## config.mk

```make
export PLATFORM = sky130hd
export DESIGN_NAME = tcbr_back_flat
export DESIGN_NICKNAME = d
export VERILOG_FILES = /design/src/hw/rtl/tcbr_pkg.sv /design/src/hw/rtl/tcbr_result_if.sv /design/src/hw/rtl/tcbr_back.sv /design/src/flat_wrapper.sv
export SDC_FILE = /design/constraint.sdc
export NUM_CORES = 2
export LEC_CHECK = 0
export BUFFER_PORTS_ARGS = -buffer_cell sky130_fd_sc_hd__buf_2
export CAP_MARGIN = 20
export CORE_ASPECT_RATIO = 1.2
export CORE_MARGIN = 5
export CORE_UTILIZATION = 40
export DETAILED_ROUTE_END_ITERATION = 10
export GPL_ROUTABILITY_DRIVEN = 0
export SETUP_SLACK_MARGIN = 0.02
export SLEW_MARGIN = 10
export SYNTH_ARGS = -nofsm -noshare
export SYNTH_HDL_FRONTEND = slang
export SYNTH_SLANG_ARGS = --single-unit
export TNS_END_PERCENT = 50
```

## constraint.sdc

```tcl
create_clock -name clk_i -period 38 [get_ports clk_i]
set_input_delay 1.9 -clock clk_i [delete_from_list [all_inputs] [get_ports clk_i]]
set_output_delay 1.9 -clock clk_i [all_outputs]
set_load 0.02 [all_outputs]
```

## src/hw/rtl/tcbr_pkg.sv

```systemverilog
package tcbr_pkg;

  localparam int unsigned CoordWidth = 24;
  localparam int unsigned FracBits   = 12;
  localparam int unsigned PropWidth  = 8;
  localparam int unsigned CfgWidth   = 8;
  localparam int unsigned CfgIdxWidth = 1;

  localparam logic [CfgIdxWidth-1:0] CfgSelectedProp = 1'd0;
  localparam logic [CfgIdxWidth-1:0] CfgFastMode     = 1'd1;

  localparam logic [1:0] CornerLast = 2'd3;

endpackage

```

## src/hw/rtl/tcbr_result_if.sv

```systemverilog
interface tcbr_result_if #(
  parameter int unsigned CoordWidth = tcbr_pkg::CoordWidth
);
  logic                         valid;
  logic                         ready;
  logic                         written;
  logic signed [CoordWidth-1:0] centroid_x;
  logic signed [CoordWidth-1:0] centroid_y;
  logic signed [CoordWidth-1:0] centroid_z;
  logic [CoordWidth+1:0]        bound_radius;
  logic                         last_out;

  modport source (output valid, written, centroid_x, centroid_y, centroid_z, bound_radius,
                  last_out, input ready);
  modport sink (input valid, written, centroid_x, centroid_y, centroid_z, bound_radius,
                last_out, output ready);
endinterface

```

## src/hw/rtl/tcbr_back.sv

```systemverilog
// Sequencer: sum, four squared distances one per cycle, then a bit-pair square root.
module tcbr_back #(
  parameter int unsigned CoordWidth = tcbr_pkg::CoordWidth
) (
  input  logic                     clk_i,
  input  logic                     rst_ni,
  input  logic                     q_empty_i,
  input  logic [12*CoordWidth+1:0] q_data_i,
  output logic                     q_pop_o,
  tcbr_result_if.source            out_if
);
  localparam int unsigned SumW = CoordWidth + 2;
  localparam int unsigned DifW = CoordWidth + 3;
  localparam int unsigned SqW  = 2 * DifW + 2;
  localparam int unsigned RadW = CoordWidth + 2;
  localparam int unsigned RemW = SqW + 2;

  typedef enum logic [2:0] {SIdle, SCent, SDist, SRoot, SOut} state_e;

  state_e                 state_q;
  logic [1:0]             idx_q;
  logic [$clog2(RadW)-1:0] step_q;
  logic signed [CoordWidth-1:0] px_q [4], py_q [4], pz_q [4];
  logic signed [CoordWidth-1:0] cx_q, cy_q, cz_q;
  logic [SqW-1:0]         best_q;
  logic [RemW-1:0]        rem_q;
  logic [RadW-1:0]        root_q;
  logic                   keep_q, last_q;

  logic signed [SumW-1:0] sx, sy, sz;
  logic signed [DifW-1:0] dx, dy, dz;
  logic [DifW-1:0]        ax, ay, az;
  logic [2*DifW-1:0]      sqx, sqy, sqz;
  logic [SqW-1:0]         d2;
  logic [RemW-1:0]        trial, rem_sh;
  logic [1:0]             pair;

  assign sx = SumW'(px_q[0]) + SumW'(px_q[1]) + SumW'(px_q[2]) + SumW'(px_q[3]);
  assign sy = SumW'(py_q[0]) + SumW'(py_q[1]) + SumW'(py_q[2]) + SumW'(py_q[3]);
  assign sz = SumW'(pz_q[0]) + SumW'(pz_q[1]) + SumW'(pz_q[2]) + SumW'(pz_q[3]);

  assign dx = DifW'(cx_q) - DifW'(px_q[idx_q]);
  assign dy = DifW'(cy_q) - DifW'(py_q[idx_q]);
  assign dz = DifW'(cz_q) - DifW'(pz_q[idx_q]);
  assign ax = dx[DifW-1] ? -dx : dx;
  assign ay = dy[DifW-1] ? -dy : dy;
  assign az = dz[DifW-1] ? -dz : dz;
  assign sqx = ax * ax;
  assign sqy = ay * ay;
  assign sqz = az * az;
  assign d2 = SqW'(sqx) + SqW'(sqy) + SqW'(sqz);

  // One result bit per cycle, most significant bit pair first.
  assign pair   = 2'(best_q >> (2 * (RadW - 1 - step_q)));
  assign rem_sh = {rem_q[RemW-3:0], pair};
  assign trial  = RemW'({root_q, 2'b01});

  assign q_pop_o = (state_q == SIdle) && !q_empty_i;
  assign out_if.valid = state_q == SOut;
  assign out_if.written = keep_q;
  assign out_if.last_out = last_q;
  assign out_if.centroid_x = keep_q ? cx_q : '0;
  assign out_if.centroid_y = keep_q ? cy_q : '0;
  assign out_if.centroid_z = keep_q ? cz_q : '0;
  assign out_if.bound_radius = keep_q ? root_q : '0;

  always_ff @(posedge clk_i) begin
    if (q_pop_o) begin
      {keep_q, last_q} <= q_data_i[12*CoordWidth+1 -: 2];
      for (int i = 0; i < 4; i++) begin
        px_q[i] <= q_data_i[12*CoordWidth-1-i*CoordWidth -: CoordWidth];
        py_q[i] <= q_data_i[8*CoordWidth-1-i*CoordWidth -: CoordWidth];
        pz_q[i] <= q_data_i[4*CoordWidth-1-i*CoordWidth -: CoordWidth];
      end
    end
    if (state_q == SCent) begin
      cx_q <= CoordWidth'(sx >>> 2);
      cy_q <= CoordWidth'(sy >>> 2);
      cz_q <= CoordWidth'(sz >>> 2);
      best_q <= '0;
      rem_q <= '0;
      root_q <= '0;
    end
    if (state_q == SDist && d2 > best_q) best_q <= d2;
    if (state_q == SRoot) begin
      if (rem_sh >= trial) begin
        rem_q  <= rem_sh - trial;
        root_q <= {root_q[RadW-2:0], 1'b1};
      end else begin
        rem_q  <= rem_sh;
        root_q <= {root_q[RadW-2:0], 1'b0};
      end
    end
  end

  always_ff @(posedge clk_i or negedge rst_ni) begin
    if (!rst_ni) begin
      state_q <= SIdle;
      idx_q <= '0;
      step_q <= '0;
    end else begin
      unique case (state_q)
        SIdle: if (!q_empty_i) state_q <= SCent;
        SCent: begin
          idx_q <= '0;
          state_q <= SDist;
        end
        SDist: begin
          idx_q <= idx_q + 2'd1;
          if (idx_q == 2'd3) begin
            step_q <= '0;
            state_q <= SRoot;
          end
        end
        SRoot: begin
          step_q <= step_q + 1'b1;
          if (step_q == $bits(step_q)'(RadW - 1)) state_q <= SOut;
        end
        SOut: if (out_if.ready) state_q <= SIdle;
        default: state_q <= SIdle;
      endcase
    end
  end

  assert property (@(posedge clk_i) disable iff (!rst_ni)
    (state_q == SDist && idx_q == 2'd3) |=> state_q == SRoot)
    else $error("distance scan did not end in root");
  assert property (@(posedge clk_i) disable iff (!rst_ni)
    (out_if.valid && !out_if.ready) |=> out_if.valid && $stable(root_q))
    else $error("result changed while stalled");
  assert property (@(posedge clk_i) disable iff (!rst_ni)
    q_pop_o |=> state_q == SCent)
    else $error("pop without start");
endmodule

```

## src/flat_wrapper.sv

```systemverilog
// flat-port wrapper written by rule: the top's interface ports become plain ports
module tcbr_back_flat 
#(
  parameter int unsigned CoordWidth = tcbr_pkg::CoordWidth
)
  (clk_i, rst_ni, q_empty_i, q_data_i, q_pop_o, out_if_valid, out_if_written, out_if_centroid_x, out_if_centroid_y, out_if_centroid_z, out_if_bound_radius, out_if_last_out, out_if_ready);
  tcbr_result_if #(.CoordWidth(CoordWidth)) out_if_i ();
  input  logic clk_i;
  input  logic rst_ni;
  input  logic q_empty_i;
  input  logic [12*CoordWidth+1:0] q_data_i;
  output logic q_pop_o;
  output wire logic [$bits(out_if_i.valid)-1:0] out_if_valid;
  output wire logic [$bits(out_if_i.written)-1:0] out_if_written;
  output wire logic [$bits(out_if_i.centroid_x)-1:0] out_if_centroid_x;
  output wire logic [$bits(out_if_i.centroid_y)-1:0] out_if_centroid_y;
  output wire logic [$bits(out_if_i.centroid_z)-1:0] out_if_centroid_z;
  output wire logic [$bits(out_if_i.bound_radius)-1:0] out_if_bound_radius;
  output wire logic [$bits(out_if_i.last_out)-1:0] out_if_last_out;
  input wire logic [$bits(out_if_i.ready)-1:0] out_if_ready;
  assign out_if_valid = out_if_i.valid;
  assign out_if_written = out_if_i.written;
  assign out_if_centroid_x = out_if_i.centroid_x;
  assign out_if_centroid_y = out_if_i.centroid_y;
  assign out_if_centroid_z = out_if_i.centroid_z;
  assign out_if_bound_radius = out_if_i.bound_radius;
  assign out_if_last_out = out_if_i.last_out;
  assign out_if_i.ready = out_if_ready;
  tcbr_back #(.CoordWidth(CoordWidth)) u_core (.clk_i(clk_i), .rst_ni(rst_ni), .q_empty_i(q_empty_i), .q_data_i(q_data_i), .q_pop_o(q_pop_o), .out_if(out_if_i));
endmodule
```

Word level (Yosys, flattened, before mapping)
Memory sizes are Yosys's and may differ from the RTL's.
Index checks and enable logic that the tools add are counted.

word-level totals
  register bits after elaboration = 222
  memory bits (writable) = 288
  memories kept = 3

cells by class
  add/sub/neg operators = 21
  $mul = 3
  $lt $le $gt $ge = 2
  equality and inequality tests = 10
  shifts and indexed selects = 1
  mux-type cells = 25
  reduce and logical (&&, ||, !) cells = 10

memory list
  memory       depth  width  rd ports  clocked after memory_dff  write ports  RTL line         RTL
  u_core.px_q  4      24     5         0                         4            tcbr_back.sv:23  logic signed [CoordWidth-1:0] px_q [4], py_q [4], pz_q [4];
  u_core.py_q  4      24     5         0                         4            tcbr_back.sv:23
  u_core.pz_q  4      24     5         0                         4            tcbr_back.sv:23

operators by type and width
  cell                   number
  $mux W56               5
  $mul A27 B27 Y54       3
  $mux W27               3
  $neg A27 Y27           3
  $add A25 B24 Y26       3
  $add A26 B24 Y26       3
  $mux W26               3
  $add A24 B24 Y25       3
  $sub A24 B24 Y25       3
  $mux W24               3
  $ge A58 B28 Y1         1
  $add A56 B54 Y56       1
  $gt A56 B56 Y1         1
  $shr A56 B32 Y2        1
  $sub A56 B28 Y56       1
  $add A54 B54 Y55       1
  $pmux W3 S5            1
  $mux W3                4
  $pmux W5 S2            1
  $reduce_bool A2 Y1     4
  $eq A3 B2 Y1 const B   2
  $ne A2 B2 Y1 const B   3
  $sub A5 B5 Y6 const A  1
  $add A5 B1 Y5 const B  1
  14 further kinds       17

Depth between registers and ports, before layout
An unclocked memory read counts as a cell.

  depth after elaboration = 10
  mapped depth = 80

Least setup slack after synthesis
No wires, ideal clock.

  path type = input port to output port
  start = input port q_empty_i
  end = output port q_pop_o
  arrival = 29.590 ns
  data required time = 36.100 ns
  slack = 6.510 ns
  stages on the path = 1
  buffers on the path = 0
  path through = nor4_1

on the way
  word-level cells in the longest chain between the ends = 2

ends and longest elaborated chain
  item                 RTL line            RTL
  start: declaration   flat_wrapper.sv:10  input logic q_empty_i;
  $logic_not A1 Y1     tcbr_back.sv:58     assign q_pop_o = (state_q == SIdle) && !q_empty_i;
  $logic_and A1 B1 Y1  tcbr_back.sv:58
  end: declaration     flat_wrapper.sv:12  output logic q_pop_o;

Every way passes these cells.

Worst setup path after layout
  start = register u_core.idx_q[1]
  end = register u_core.best_q[51], data pin

on the way
  word-level cells in the longest chain between the ends = 10
  elaborated cells on any way between the ends = 20
  those cells by class = 8 x add/sub; 3 x mul; 1 x order compare; 4 x mux; 1 x reduce/logical; 3 x memory

ends and longest elaborated chain
  item                                 RTL line                          RTL
  start: declaration                   tcbr_back.sv:21                   logic [1:0] idx_q;
  start signal: assignment             tcbr_back.sv:109                  idx_q <= idx_q + 2'd1;
  $mem_v2 Z4 W24                       --
  $sub A24 B24 Y25 (on tied branches)  tcbr_back.sv:42, tcbr_back.sv:43
  $neg A27 Y27 (on tied branches)      tcbr_back.sv:45, tcbr_back.sv:46
  $mux W27 (on tied branches)          tcbr_back.sv:45, tcbr_back.sv:46
  $mul A27 B27 Y54 (on tied branches)  tcbr_back.sv:48, tcbr_back.sv:49
  $add A54 B54 Y55                     tcbr_back.sv:51                   assign d2 = SqW'(sqx) + SqW'(sqy) + SqW'(sqz);
  $add A56 B54 Y56 *                   tcbr_back.sv:51
  named net u_core.d2[50]              tcbr_back.sv:34                   logic [SqW-1:0] d2;
  $gt A56 B56 Y1 *                     tcbr_back.sv:84                   if (state_q == SDist && d2 > best_q) best_q <= d2;
  $logic_and A1 B1 Y1 *                tcbr_back.sv:84
  $mux W56 *                           tcbr_back.sv:84
  end signal: assignment               tcbr_back.sv:80                   best_q <= '0;
  end signal: assignment               tcbr_back.sv:84
  end: declaration                     tcbr_back.sv:25                   logic [SqW-1:0] best_q;

Mark *: on every way through the listed nets, which the timed path passes. The rest lies on a longest branch.
A chain may end at the register's enable or synchronous reset.

==> impl_metrics.toml <==
[route]
vias = 66800
postRouteAntennaNets = 0
drt-total-wl_mm = 265
vias_per_cell = 5.05
dr.pass1.iters = 6
routedWlPerCell_um = 20.1
drc = 0
drt_iter0_markers = 4321

[layout]
layout.nets = 13000
design_area_um2 = 104000
syn_to_final_growth_pct = 9.53
layout-drive-gt1-share_pct = 8.06

[worst_setup_path]
reg2reg_from = "u_core.idx_q[1]"
r2r_slack_ns = 16.75
cp.buffers_inverters = 15
end_kind = "flip-flop"
crit_path_start = "u_core.idx_q[1]"
critPathMaxStageDelay_ns = 0.78
crit_type = "flip-flop to flip-flop"
cpMaxStageDelayCell = "dfrtp_4"
r2r-end = "u_core.best_q[51]"
cp_common_cell = "fa_1"
cp.depth = 75
endpoint = "u_core.best_q[51]"
cp-start-kind = "flip-flop"
path_max_fanout = 38
critPathArrivalTime_ns = 21.62
cp.required_ns = 38.37
worst_r2r_path_depth = 75
crit_family = "adder cells"

[global_route]
grtUsageTotal_pct = 21.7
grt.overflow.total = 0
grt_max_degree = 172
grt_antenna_before_repair = 5
grt_pass1_vias = 74400
grt_pass1_wl_mm = 419

[sta]
rsz0062_at_grt = "false"
maxSlewViolCount = 0
skew_ns = 0.0493
finalHoldViolCount = 0
fmax_mhz = 47.1
setup_tns_ns = 0
worst_slew_pin_slew_ns = 1.05
whs_ns = 0.498
slew_headroom_pct = 30.1
worst_slack_ns = 16.75
fin_crit_sh_pct = 55.9
setup_viol = 0
post-route-min-period_ns = 21.25

[clock_network]
insertion_delay_ns = 0.67
postCtsSetupBuffers = 0
clk_path_buf_depth = 3
cts_resized = 0
cts_tree = "done"
h-tree-depth = 2
cts_made_buffers = 54
postCtsHoldBufs = 0
path_clk_slew_ns = 0.06
cts_sinks = 510
clockRootBuffer = "clkbuf_16"

[synthesis]
seq_area_frac_synth_pct = 16.0
avgSynthCellArea_um2 = 10.2
ys_ff_latch = 510
synth_edf_count = 500
ys.flop_type = "edfxtp_1"
async_flop_share_pct = 1.96
synth_warnings = 0
ys_types = 105
synthesis.area_um2 = 95200
syn_inst = 9379

[status]
outcome = "completed"

[floorplanning]
die_x_um = 455
fp.dieH_um = 544
start_util_pct = 40.1
rows = 196
io-pin-count = 396
dieArea_um2 = 248000
core_area_um2 = 237000

[worst_hold_path]
hold_start = "u_core.step_q[0]"
hold_path_class = "flip-flop to flip-flop"

[place]
dp_hpwl_mm = 227
numPortBuffers = 395
place_ws_ns = 16.93
dpl_cell_area_um2 = 102000

[run]
drv_cap = 0
[state kept, by name, indices dropped and copies added, names as in the netlist]
name                    count
u_core.cz_q                24
u_core.best_q              56
u_core.out_if.written       1
u_core.py_q                96
u_core.out_if.last_out      1
u_core.pz_q                96
u_core.step_q               5
u_core.cy_q                24
u_core.root_q              26
u_core.rem_q               56
u_core.state_q              3
u_core.px_q                96
u_core.cx_q                24
u_core.idx_q                2
[synth_stat cells (26+ instances only)]
library cell / n / area (µm²)
nor2_1: 733 / 2750
fa_1: 1961 / 39300
a211oi_1: 26 / 195
and3_1: 79 / 494
nand2b_1: 52 / 325
nand3_1: 77 / 385
o21a_1: 57 / 428
nor3_1: 72 / 360
edfxtp_1: 500 / 15000
nand2_1: 667 / 2500
and2_1: 145 / 907
buf_2: 47 / 235
o21ai_0: 112 / 561
a21oi_1: 256 / 1280
inv_1: 2441 / 9160
xor2_1: 146 / 1280
ha_1: 772 / 9660
or3_1: 26 / 163
nand4_1: 40 / 250
xnor2_1: 207 / 1810
inv_2: 29 / 109
clkbuf_1: 179 / 672
o21bai_1: 36 / 270
nor2b_1: 46 / 288
mux4_2: 88 / 1980
a31oi_1: 47 / 294
a21o_1: 141 / 1060
[worst min path at each step]
stage / endpoint / slack (ns) / cells after the start
2_1_floorplan: u_core.step_q[4] / 0.50 / 1
3_3_place_gp: u_core.step_q[0] / 0.48 / 1
3_5_place_dp: u_core.step_q[0] / 0.48 / 1
4_1_cts: u_core.step_q[0] / 0.49 / 1
5_1_grt: u_core.step_q[0] / 0.53 / 1
6_report: u_core.step_q[0] / 0.50 / 1
[layout make-up]
class,instances,area (µm²)
Fill cell,22900,133000
Multi-Input combinational cell,6455,71000
Sequential cell,510,15300
Inverter,2471,9280
Tap cell,3168,3960
Timing Repair Buffer,518,2910
Clock buffer,58,1370
Clock inverter,40,541
Antenna cell,1,2.50
[through the flow]
step	cells	utilization (%)
global route	13200	43.9
CTS	13200	43.9
detailed placement	13100	43.1
floorplan	9682	-
global placement	13100	43.1
finish	13200	43.9
[cells by family (layout without fill, tap and decap cells)]
logic type	after synthesis	count (layout)	synth area share, %
simple gates	2037	2037	9.67
fa+ha+maj	2733	2733	51.4
compound gates	910	910	6.45
flops	510	510	16.0
mux	111	111	2.33
other cells	2	306	0.00789
buf+inv	2717	3087	10.8
xor+xnor	359	359	3.35
[placed cells by master, fill, tap and decap left out, types with 47 or more instances in the layout]
master and n:
a21o_1 141, a21oi_1 256, a31oi_1 47, and2_1 145
and3_1 79, buf_2 396, buf_4 121, clkbuf_16 54
conb_1 305, edfxtp_1 500, fa_1 1961, ha_1 772
inv_1 2440, mux4_2 88, nand2_1 666, nand2b_1 52
nand3_1 77, nor2_1 732, nor3_1 72, o21a_1 57
o21ai_0 111, xnor2_1 202, xor2_1 140
[routing by layer]
| layer | part of all wire (%) | up-vias | GRT usage, % |
|---|---|---|---|
| met5 | 0.021 | - | 0 |
| met4 | 4.7 | 8 | 8.59 |
| met3 | 6.3 | 577 | 3.21 |
| met2 | 50 | 2231 | 37.9 |
| met1 | 39 | 34100 | 27.2 |
| li1 | - | 29900 | - |
[worst register-to-register path: cells and delay by family (launching register included)]
kind	cells	cell delay, ns
adder cells (fa/ha/maj)	18	7.51
XOR/XNOR	2	0.65
AND/OR/NAND/NOR	8	1.56
AO/OA/AOI/OAI	30	7.16
multiplexers	2	0.70
buffers and inverters	15	2.64
flip-flops	1	0.78
Power is not shown: default switching activity piles up to over one toggle a cycle in this logic, so the estimate is an artifact.
