`src/hw/rtl/tcbr_fifo.sv`:
```
module tcbr_fifo #(
  parameter int unsigned Width = 32
) (
  input  logic             clk_i,
  input  logic             rst_ni,
  input  logic             push_i,
  input  logic [Width-1:0] data_i,
  output logic             full_o,
  input  logic             pop_i,
  output logic             empty_o,
  output logic [Width-1:0] data_o
);
  logic [Width-1:0] mem_q [2];
  logic             wp_q, rp_q;
  logic [1:0]       cnt_q;

  assign full_o  = cnt_q == 2'd2;
  assign empty_o = cnt_q == 2'd0;
  assign data_o  = mem_q[rp_q];

  always_ff @(posedge clk_i) begin
    if (push_i) mem_q[wp_q] <= data_i;
  end

  always_ff @(posedge clk_i or negedge rst_ni) begin
    if (!rst_ni) begin
      wp_q <= 1'b0; rp_q <= 1'b0; cnt_q <= 2'd0;
    end else begin
      if (push_i) wp_q <= !wp_q;
      if (pop_i) rp_q <= !rp_q;
      cnt_q <= cnt_q + {1'b0, push_i} - {1'b0, pop_i};
    end
  end

  assert property (@(posedge clk_i) disable iff (!rst_ni) full_o |-> !push_i)
    else $error("push into full queue");
  assert property (@(posedge clk_i) disable iff (!rst_ni) empty_o |-> !pop_i)
    else $error("pop from empty queue");
  assert property (@(posedge clk_i) disable iff (!rst_ni) cnt_q != 2'd3)
    else $error("queue count out of range");
endmodule

```
`config.mk`:
```
export PLATFORM = sky130hd
export DESIGN_NAME = tcbr_fifo
export DESIGN_NICKNAME = d
export VERILOG_FILES = /design/src/hw/rtl/tcbr_fifo.sv
export SDC_FILE = /design/constraint.sdc
export NUM_CORES = 1
export LEC_CHECK = 0
export BUFFER_PORTS_ARGS = -buffer_cell sky130_fd_sc_hd__buf_4
export CAP_MARGIN = 5
export CORE_MARGIN = 1
export CORE_UTILIZATION = 50
export DETAILED_ROUTE_END_ITERATION = 6
export HOLD_SLACK_MARGIN = 0.05
export PLACE_DENSITY = 0.76
export SYNTH_ARGS = -nofsm -noshare
export SYNTH_HDL_FRONTEND = slang
export SYNTH_SLANG_ARGS = --single-unit
```
`constraint.sdc`:
```
create_clock -name clk_i -period 3.56 [get_ports clk_i]
set_clock_uncertainty 0.15 [all_clocks]
set_input_delay 1.068 -clock clk_i [delete_from_list [all_inputs] [get_ports clk_i]]
set_output_delay 1.068 -clock clk_i [all_outputs]
set_load 0.02 [all_outputs]
```
# After elaboration in Yosys (flattened, before gate mapping)
# Memories as Yosys holds them, arrays and structs flattened.
# Cells that the tools add are included.
totals:
  in_bits: 36
  word_cells: 12
  n_memories: 1
  ramBits: 64
  reg_bits: 4
op_classes:
  reduce_logical: 3
  eq_ne: 1
  mux: 2
  addsub: 2
memory_table:
  columns: ["name", "depth", "width", "rd", "rd_ports_with_merged_regs", "write_ports", "line_no", "rtl"]
  rows:
  - ["mem_q", 2, 32, 1, 0, 1, "13", "logic [Width-1:0] mem_q [2];"]
op_table:
  columns: ["op", "count"]
  rows:
  - ["adder 2 x 1 -> 2 bit", 1]
  - ["== test 2 bit (second input constant)", 1]
  - ["zero test 1 bit", 2]
  - ["zero test 2 bit", 1]
  - ["2-to-1 mux 1 bit", 2]
  - ["subtractor 2 x 1 -> 2 bit", 1]

# Logic depth before layout (Yosys ltp)
# Gate-level depths: netlist of the first run.
depth:
  ltp_word: 2
  mapped_depth: 5
  ltp_nobuf: 5

# Worst setup path after synthesis of the first run
# Ideal clock, no wire load.
synth_path:
  kind: "input to register"
  start: "input port push_i"
  end: "memory mem_q[0][0] (enable)"
  cell_stages: 1
  arrival_time_ns: 2.516
  n_path_buf: 0
  path_slack_ns: 0.470
  required_ns: 2.985
  path_cell_list: "nor2b_1"
synth_between:
  elab_chain_cells: 2
synth_rtl:
  columns: ["item", "line_no", "rtl"]
  rows:
  - ["start, declared", "6", "input logic push_i,"]
  - ["2-to-1 mux 1 bit", "22", "if (push_i) mem_q[wp_q] <= data_i;"]
  - ["2-to-1 mux 1 bit (implied by the code)", "22", null]
  - ["end, declared", "13", null]
# Every way passes these cells.

# Final worst setup path of the first run
layout_path:
  start: "register rp_q"
  end: "output port data_o[7]"
layout_between:
  elab_chain_cells: 1
layout_rtl:
  columns: ["item", "line_no", "rtl"]
  rows:
  - ["start, declared", "14", "logic wp_q, rp_q;"]
  - ["start signal, assigned", "30", "if (pop_i) rp_q <= !rp_q;"]
  - ["memory read (2 x 32 bit)", null, null]
  - ["end, declared", "11", "output logic [Width-1:0] data_o"]
# Every way passes these cells.

==> results of run 1 <==
[worst max-delay path, cell delays in order (launching register included)]
cell,delay [ns]
dfrtp_2,0.84
buf_4,0.29
mux2_4,0.31
buf_4,0.16
[cell usage after synthesis, drive strengths merged]
cell type	n	area share
xor2	2	0.0066
ha	2	0.0094
mux2	32	0.18
and2	1	0.0024
dfrtp	4	0.038
nor2b	2	0.0047
nor2	1	0.0014
inv	2	0.0028
xor3	1	0.0089
buf	4	0.027
edfxtp	64	0.72
[layout by cell type (no fill, tap or decap)]
master	Yosys	layout
mux2_2	3	3
clkbuf_8	0	11
nor2b_4	0	1
buf_12	3	1
nor2b_1	2	1
edfxtp_1	64	64
clkinvlp_4	0	1
mux2_4	29	29
clkbuf_1	0	3
buf_4	0	71
clkinv_2	0	1
dfrtp_2	0	1
xor3_1	1	1
dfrtp_1	4	3
inv_1	2	2
ha_1	2	2
nor2_1	1	1
xor2_1	2	2
and2_1	1	1
[power by group]
group | switching (mW) | internal (mW) | leakage, nW
Clock | 0.257 | 0.291 | 0.0867
Sequential | 0.120 | 1.07 | 0.646
Combinational | 0.457 | 0.541 | 0.664
Total | 0.834 | 1.90 | 1.40
[state kept, by name (all words and copies together), names as in the netlist]
register	cells
cnt_q	2
mem_q	64
rp_q	1
wp_q	1
[cell type report]
cell class                      count  area [um^2]  area share
Timing Repair Buffer               72          553       0.162
Multi-Input combinational cell     41          566       0.166
Sequential cell                    68         2020       0.593
Tap cell                           70         87.6      0.0257
Clock buffer                       14          163      0.0477
Inverter                            2         7.51     0.00220
Clock inverter                      2         12.5     0.00367
[metal layers]
metal	vias up	part of all wire	wire length (um)	track usage
met5	-	0	0	0
met3	8	0.049	201	0.0509
met1	610	0.41	1680	0.180
met2	39	0.53	2150	0.256
met4	0	0.015	63	0.0943
li1	605	-	-	-
[through the flow]
step / cells / util
after floorplan: 115 / -
after global placement: 253 / 0.634
after detailed placement: 253 / 0.634
after CTS: 269 / 0.668
after global routing: 269 / 0.668
final: 269 / 0.668
[kinds of logic after synthesis]
family                   Yosys count
flip-flops                        68
multiplexers                      32
buffers and inverters              6
AND/OR/NAND/NOR                    4
XOR/XNOR                           3
adder cells (fa/ha/maj)            2
[path summary, 6_finish.rpt]
check / slack (ns) / from / cells past startpoint / to
max in group asynchronous: 2.78 / rst_ni / 1 / rp_q$_DFFE_PN0P_
worst min register to register: 0.41 / wp_q$_DFFE_PN0P_ / 1 / wp_q$_DFFE_PN0P_
worst max-delay path: 0.40 / rp_q$_DFFE_PN0P_ / 3 / data_o[7]
worst min-delay path: 0.37 / rst_ni / 1 / rp_q$_DFFE_PN0P_
worst max register to register: 1.84 / wp_q$_DFFE_PN0P_ / 2 / mem_q[1][31]$_DFFE_PP_
min in group clk_i: 0.41 / wp_q$_DFFE_PN0P_ / 1 / wp_q$_DFFE_PN0P_
==> flow_metrics.py, run 1 <==
metrics = {
    "routing": {
        "final_antenna_net_count": 0,
        "dr.first_iter.drc_count": 33,
        "via_per_inst": 4.69,
        "wl_per_cell_um": 15.2,
        "drt-pass1-iter-count": 3,
        "routed_wl_um": 4090,
        "remaining_drc_errors": 0,
        "dr_total_vias": 1262,
    },
    "sta": {
        "finalSetupViolations": 0,
        "finalSetupTns_ns": 0,
        "holdWs_ns": 0.372,
        "slew_violations": 0,
        "tightest_slew_ns": 0.895,
        "rsz0062_at_grt": "false",
        "fmaxAchievable_mhz": 317,
        "fin_crit_ns": 3.16,
        "max-slew-margin-rel": 0.402,
        "finalHoldViolations": 0,
        "setup_slack_ns": 0.404,
        "period_share": 0.887,
    },
    "yosys": {
        "synthSimpleGateAreaFrac": 0.00847,
        "yosysWarnings": 0,
        "synth-seq-cells": 68,
        "synth_area_per_cell_um2": 23.1,
        "synth_seq_area_share": 0.760,
        "synth.cell_area_mm2": 0.00266,
        "netlist_instances": 115,
        "synth_fa_ha_area_frac": 0.00941,
        "synth.area.mux_share": 0.176,
        "synth_compound_area_frac": 0,
        "synth_top_family_by_area": "multiplexers",
        "syn_nets": 153,
        "synth_xor_xnor_area_share": 0.0155,
        "synth.distinct_cells": 13,
    },
    "power": {
        "vdd_ir_drop_max_uv": 561,
        "power.density_mw_per_mm2": 801,
        "power_mw": 2.73,
        "power_leakage_nw": 1.40,
    },
    "clocking": {
        "ctsResizeCount": 0,
        "cts.sinks": 68,
        "worstSkewPairLatency_ns": 0.32,
        "cts_tree": "built",
        "cts_max_path_buffers": 2,
        "clk_pin_slew_worst_paths_ns": 0.07,
        "clockRootBuffer": "clkbuf_8",
        "ctsHoldBuffers": 0,
        "numCtsBuffers": 9,
        "cts_max_level": 3,
        "cts_setup_buffers": 0,
    },
    "finish": {
        "antenna_cells": 0,
        "areaGrowthSynthToFinish_pct": 28.3,
        "layout.nets": 232,
        "fin_area_mm2": 0.00341,
        "final_layout_size_suffix_gt1_frac": 0.598,
        "nFillCells": 356,
    },
    "floorplan": {
        "io_pins": 70,
        "rows": 26,
        "dieWidth_um": 74.9,
        "die_y_um": 74.9,
        "dieArea_mm2": 0.00561,
        "initial_core_util": 0.521,
        "coreArea_mm2": 0.00511,
    },
    "global_routing": {
        "grt_pass1_wl_um": 5970,
        "grtUsageTotal": 0.156,
        "antenna_found_initial": 0,
        "grt_max_degree": 33,
        "overflow": 0,
        "grt_pass1_vias": 1287,
    },
    "worst_hold_path": {
        "hp-class": "in -> async",
    },
    "setup_path": {
        "cp-start-kind": "flop",
        "endpoint_kind": "primary output",
        "critPathKind": "reg -> out",
        "worstPathArrival_ns": 1.94,
        "worstPathRequired_ns": 2.34,
        "crit_path_max_fanout": 25,
    },
    "flow_run": {
        "maxCapViolations": 0,
    },
    "placement": {
        "dp_slack_ns": 0.739,
        "hpwl_um": 2850,
        "numPortBuffers": 69,
        "gp_routability_congestion": 0.659,
        "place_area_mm2": 0.00324,
    },
    "run_status": {
        "status": "completed",
    },
}
(Power assumes the default switching activity.)
==> run 2: changes to the inputs <==
--- a/config.mk
+++ b/config.mk
@@ -11,6 +11,7 @@
 export CORE_UTILIZATION = 50
 export DETAILED_ROUTE_END_ITERATION = 6
 export HOLD_SLACK_MARGIN = 0.05
+export MAX_ROUTING_LAYER = met4
 export PLACE_DENSITY = 0.76
 export SYNTH_ARGS = -nofsm -noshare
 export SYNTH_HDL_FRONTEND = slang
==> flow_metrics.py, run 2 (same netlist as run 1, synthesis figures left out) <==
metrics = {
    "sta": {
        "setup_slack_ns": 0.405,
        "rsz0062_at_grt": "false",
        "max-slew-margin-rel": 0.401,
        "fin_crit_ns": 3.16,
        "period_share": 0.886,
        "slew_violations": 0,
        "finalHoldViolations": 0,
        "tightest_slew_ns": 0.896,
        "finalSetupViolations": 0,
        "fmaxAchievable_mhz": 317,
        "finalSetupTns_ns": 0,
    },
    "clocking": {
        "ctsHoldBuffers": 0,
        "cts_setup_buffers": 0,
        "cts.sinks": 68,
        "clk_pin_slew_worst_paths_ns": 0.07,
        "numCtsBuffers": 9,
        "cts_max_path_buffers": 2,
        "clockRootBuffer": "clkbuf_8",
        "cts_max_level": 3,
        "worstSkewPairLatency_ns": 0.32,
        "ctsResizeCount": 0,
        "cts_tree": "built",
    },
    "setup_path": {
        "r2r_start": "wp_q$_DFFE_PN0P_",
        "crit_top_cell": "buf_4",
        "worstPathArrival_ns": 1.94,
        "endpoint_kind": "primary output",
        "critPathBufInv": 2,
        "critPathKind": "reg -> out",
        "r2r_end": "mem_q[1][31]$_DFFE_PP_",
        "cpLargestDelayFamily": "flip-flops",
        "slowest_stage": "dfrtp_2",
        "critical_path.max_stage_delay_ns": 0.84,
        "rrSetupSlack_ns": 1.84,
        "crit_path_max_fanout": 25,
        "reg2reg_depth": 2,
        "worstPathCellList": "buf_4 > mux2_4 > buf_4",
        "worstPathRequired_ns": 2.34,
        "cp-start-kind": "flop",
    },
    "routing": {
        "dr.first_iter.drc_count": 38,
        "drt-pass1-iter-count": 3,
        "routed_wl_um": 4100,
        "remaining_drc_errors": 0,
        "final_antenna_net_count": 0,
        "wl_per_cell_um": 15.3,
        "dr_total_vias": 1267,
        "via_per_inst": 4.71,
    },
    "floorplan": {
        "dieWidth_um": 74.9,
        "coreArea_mm2": 0.00511,
        "dieArea_mm2": 0.00561,
        "io_pins": 70,
        "rows": 26,
        "die_y_um": 74.9,
        "initial_core_util": 0.521,
    },
    "flow_run": {
        "maxCapViolations": 0,
    },
    "finish": {
        "antenna_cells": 0,
        "layout.nets": 232,
        "top_regs": "mem_q: 64 flops, cnt_q: 2 flops",
        "fin_area_mm2": 0.00341,
        "nFillCells": 356,
        "final_common_cell": "buf_4",
        "areaGrowthSynthToFinish_pct": 28.3,
        "largest_register_ffs": 64,
        "final_layout_size_suffix_gt1_frac": 0.598,
        "regMostFlops": "mem_q",
        "layout_common_cells": "buf_4 (71), edfxtp_1 (64), mux2_4 (29)",
        "utilization": 0.668,
    },
    "placement": {
        "place_area_mm2": 0.00324,
        "gp_routability_congestion": 0.665,
        "hpwl_um": 2850,
        "dp_slack_ns": 0.739,
        "numPortBuffers": 69,
    },
    "run_status": {
        "status": "completed",
    },
    "power": {
        "power.density_mw_per_mm2": 801,
        "vdd_ir_drop_max_uv": 561,
        "power_leakage_nw": 1.40,
        "power_mw": 2.73,
    },
    "global_routing": {
        "grt_max_degree": 33,
        "overflow": 0,
        "grt_pass1_wl_um": 5990,
        "grt_pass1_vias": 1290,
        "grtUsageTotal": 0.162,
        "antenna_found_initial": 0,
    },
    "worst_hold_path": {
        "hp-class": "in -> async",
    },
}
==> run 2: cell counts in the layout (fill, tap and decap cells not counted) <==
Identical to the previous run, type by type.
==> run 2: final cells by class <==
class	count	area, um^2	share of cell area
clock inverter	2	12.5	0.00367
sequential	68	2020	0.593
tap	70	87.6	0.0257
timing repair buffer	72	553	0.162
clock buffer	14	163	0.0477
multi-input combinational	41	566	0.166
inverter	2	7.51	0.00220
==> run 2: routing by layer <==
metal,wire [um],up-vias,share of wire,track usage
li1,-,607,-,-
met1,1690,611,0.41,0.180
met2,2140,41,0.52,0.256
met3,230,8,0.056,0.0669
met4,44,0,0.011,0.0755
met5,0,-,0,-
==> run 2: power breakdown <==
| part | internal [mW] | switching, mW |
|---|---|---|
| sequential | 1.07 | 0.120 |
| clock | 0.291 | 0.257 |
| combinational | 0.541 | 0.457 |
==> run 2: per-stage QoR <==
step / cells / hold slack, ns
CTS: 269 / 0.352
finish: 269 / 0.370
detailed placement: 253 / 0.389
floorplan: 115 / 0.305
global placement: 253 / 0.374
global route: 269 / 0.347
==> run 2: worst max path at each step <==
stage	startpoint	end	slack, ns	cells after the start
2_1_floorplan	push_i	mem_q[0][0]$_DFFE_PP_	0.47	1
3_3_place_gp	rp_q$_DFFE_PN0P_	data_o[4]	0.77	3
3_5_place_dp	rp_q$_DFFE_PN0P_	data_o[7]	0.74	3
4_1_cts	rp_q$_DFFE_PN0P_	data_o[7]	0.37	3
5_1_grt	rp_q$_DFFE_PN0P_	data_o[4]	0.32	3
6_report	rp_q$_DFFE_PN0P_	data_o[7]	0.40	3
==> run 2: worst register-to-register path, stage by stage, from the launching register on <==
cell,delay [ns]
dfrtp_1,0.43
and2_1,0.59
buf_12,0.26
==> run 3: changes to the inputs <==
==> config.mk (replaced) <==
export PLATFORM = sky130hd
export DESIGN_NAME = tcbr_fifo
export DESIGN_NICKNAME = d
export VERILOG_FILES = /design/src/hw/rtl/tcbr_fifo.sv
export SDC_FILE = /design/constraint.sdc
export NUM_CORES = 1
export LEC_CHECK = 0
export ABC_AREA = 1
export CAP_MARGIN = 5
export CORE_MARGIN = 1
export CORE_UTILIZATION = 50
export DETAILED_ROUTE_END_ITERATION = 6
export DONT_BUFFER_PORTS = 1
export HOLD_SLACK_MARGIN = 0.05
export MAX_ROUTING_LAYER = met4
export SYNTH_ARGS = -nofsm -noshare
export SYNTH_HDL_FRONTEND = slang
export SYNTH_SLANG_ARGS = --single-unit
==> flow_metrics.py, run 3 <==
metrics = {
    "sta": {
        "finalSetupViolations": 0,
        "slew_violations": 0,
        "rsz0062_at_grt": "false",
        "finalSetupTns_ns": 0,
        "fin_crit_ns": 2.96,
        "tightest_slew_ns": 0.903,
        "finalHoldViolations": 0,
        "period_share": 0.831,
        "max-slew-margin-rel": 0.397,
        "fmaxAchievable_mhz": 338,
    },
    "floorplan": {
        "io_pins": 70,
        "dieWidth_um": 75.6,
        "dieArea_mm2": 0.00571,
        "coreArea_mm2": 0.00517,
        "die_y_um": 75.6,
        "initial_core_util": 0.523,
        "rows": 26,
    },
    "finish": {
        "top_regs": "mem_q: 64 flops, cnt_q: 2 flops",
        "nFillCells": 439,
        "stdcell_count": 276,
        "final_layout_size_suffix_gt1_frac": 0.218,
        "final_common_cell": "edfxtp_1",
        "layout.nets": 239,
        "largest_register_ffs": 64,
        "utilization": 0.564,
        "regMostFlops": "mem_q",
        "areaGrowthSynthToFinish_pct": 7.81,
        "layout_common_cells": "edfxtp_1 (64), inv_1 (39), nand2_1 (38)",
        "antenna_cells": 0,
    },
    "clocking": {
        "clk_pin_slew_worst_paths_ns": 0.06,
        "cts_max_path_buffers": 2,
        "ctsHoldBuffers": 0,
        "cts_setup_buffers": 0,
        "worstSkewPairLatency_ns": 0.32,
        "cts_max_level": 3,
        "cts_tree": "built",
        "numCtsBuffers": 9,
        "cts.sinks": 68,
        "clockRootBuffer": "clkbuf_8",
        "ctsResizeCount": 0,
    },
    "flow_run": {
        "maxCapViolations": 0,
    },
    "yosys": {
        "synth_area_leader_cell": "edfxtp_1",
        "yosys-top-cells-count": "edfxtp_1 (64), inv_1 (39), nand2_1 (38)",
        "syn_nets": 230,
        "synth_top_area_share": 0.710,
        "synth_seq_area_share": 0.747,
        "synth_area_per_cell_um2": 14.1,
        "yosysWarnings": 0,
        "synth_most_common_cell": "edfxtp_1",
        "synth-edff-count": 64,
        "synth_area_leaders": "edfxtp_1 (71%), o21ai_2 (8.7%), inv_1 (5.4%)",
        "ys.flop_type": "edfxtp_1",
        "synth.cell_area_mm2": 0.00271,
        "synth-seq-cells": 68,
        "synth.distinct_cells": 13,
        "netlist_instances": 192,
        "async_reset_ff_frac": 0.0588,
    },
    "power": {
        "p_int_mw": 1.50,
        "power_leakage_nw": 1.15,
        "p_sw_uw": 932,
        "vdd_ir_drop_max_uv": 550,
        "pwr-share-clk": 0.205,
        "pwr-share-seq": 0.486,
        "p_comb_frac": 0.310,
        "swShare": 0.383,
        "power.density_mw_per_mm2": 834,
    },
    "setup_path": {
        "crit_path_max_fanout": 36,
        "worstPathRequired_ns": 2.34,
        "critPathKind": "reg -> out",
        "r2r_start": "wp_q$_DFFE_PN0P_",
        "worstPathArrival_ns": 1.74,
        "cp-start-kind": "flop",
        "startpoint": "rp_q$_DFFE_PN0P_",
        "endpoint_kind": "primary output",
    },
    "placement": {
        "gp_routability_congestion": 0.650,
        "numPortBuffers": 0,
        "hpwl_um": 2590,
        "place_inst": 260,
    },
    "global_routing": {
        "overflow": 0,
        "grt_pass1_vias": 1273,
        "grtUsageTotal": 0.156,
        "grt_max_degree": 37,
        "antenna_found_initial": 0,
        "grt_pass1_wl_um": 5780,
    },
    "routing": {
        "via_per_inst": 4.86,
        "wl_per_cell_um": 14.2,
        "drt-pass1-iter-count": 4,
        "routed_wl_um": 3930,
        "dr.first_iter.drc_count": 69,
        "final_antenna_net_count": 0,
        "dr_total_vias": 1342,
        "remaining_drc_errors": 0,
    },
    "run_status": {
        "status": "completed",
    },
    "worst_hold_path": {
        "hp-class": "in -> async",
    },
}
-- run 3: cells by family after synthesis --
group                    Yosys count  synth area share
flip-flops                        68             0.747
buffers and inverters             46            0.0818
AND/OR/NAND/NOR                   42            0.0587
AO/OA/AOI/OAI                     32            0.0966
XOR/XNOR                           2           0.00647
adder cells (fa/ha/maj)            2           0.00924
-- run 3: through the flow --
step | hold WS (ns) | power (mW) | area (um^2) | worst slack [ns]
6_report | 0.282 | 2.43 | 2920 | 0.603
5_1_grt | 0.251 | 2.60 | 2920 | 0.430
4_1_cts | 0.262 | 2.48 | 2920 | 0.535
3_5_place_dp | 0.394 | 1.98 | 2770 | 0.912
3_3_place_gp | 0.380 | 1.95 | 2770 | 0.973
2_1_floorplan | 0.313 | 1.90 | 2710 | 0.531
-- run 3: worst max-delay path, cell delays in order (launching register included) --
cell,delay (ns)
dfrtp_2,0.83
buf_4,0.34
nand2_1,0.10
o21ai_2,0.14
-- run 3: cell type report --
cell class	count	area, um^2	area share
timing repair buffer	5	37.5	0.0129
clock buffer	13	139	0.0476
clock inverter	3	13.8	0.00472
tap	70	87.6	0.0300
sequential	68	2020	0.693
multi-input combinational	78	470	0.161
inverter	39	146	0.0502
-- run 3: power groups by stage --
| stage | clock network [mW] | logic [mW] | registers (mW) |
|---|---|---|---|
| after detailed placement | 0 | 0.771 | 1.20 |
| after floorplan | 0 | 0.774 | 1.12 |
| final | 0.498 | 0.754 | 1.18 |
| after CTS | 0.520 | 0.773 | 1.19 |
| after global placement | 0 | 0.751 | 1.19 |
| after global routing | 0.553 | 0.839 | 1.21 |
-- run 3: path summary, 6_finish.rpt --
path / cells past startpoint / to / slack (ns)
max: 3 / data_o[15] / 0.60
min: 0 / rp_q$_DFFE_PN0P_ / 0.28
max reg2reg: 1 / mem_q[0][14]$_DFFE_PP_ / 1.87
min reg2reg: 1 / wp_q$_DFFE_PN0P_ / 0.40
max in group asynchronous: 0 / rp_q$_DFFE_PN0P_ / 2.90
min in group clk_i: 1 / wp_q$_DFFE_PN0P_ / 0.40
-- run 3: metal layers --
metal | up-vias | share of wire | wire length, um | global-route usage
li1 | 660 | - | - | -
met5 | - | 0 | 0 | -
met4 | 0 | 0.012 | 49 | 0.0741
met3 | 5 | 0.090 | 355 | 0.0886
met1 | 635 | 0.36 | 1410 | 0.147
met2 | 42 | 0.54 | 2120 | 0.255
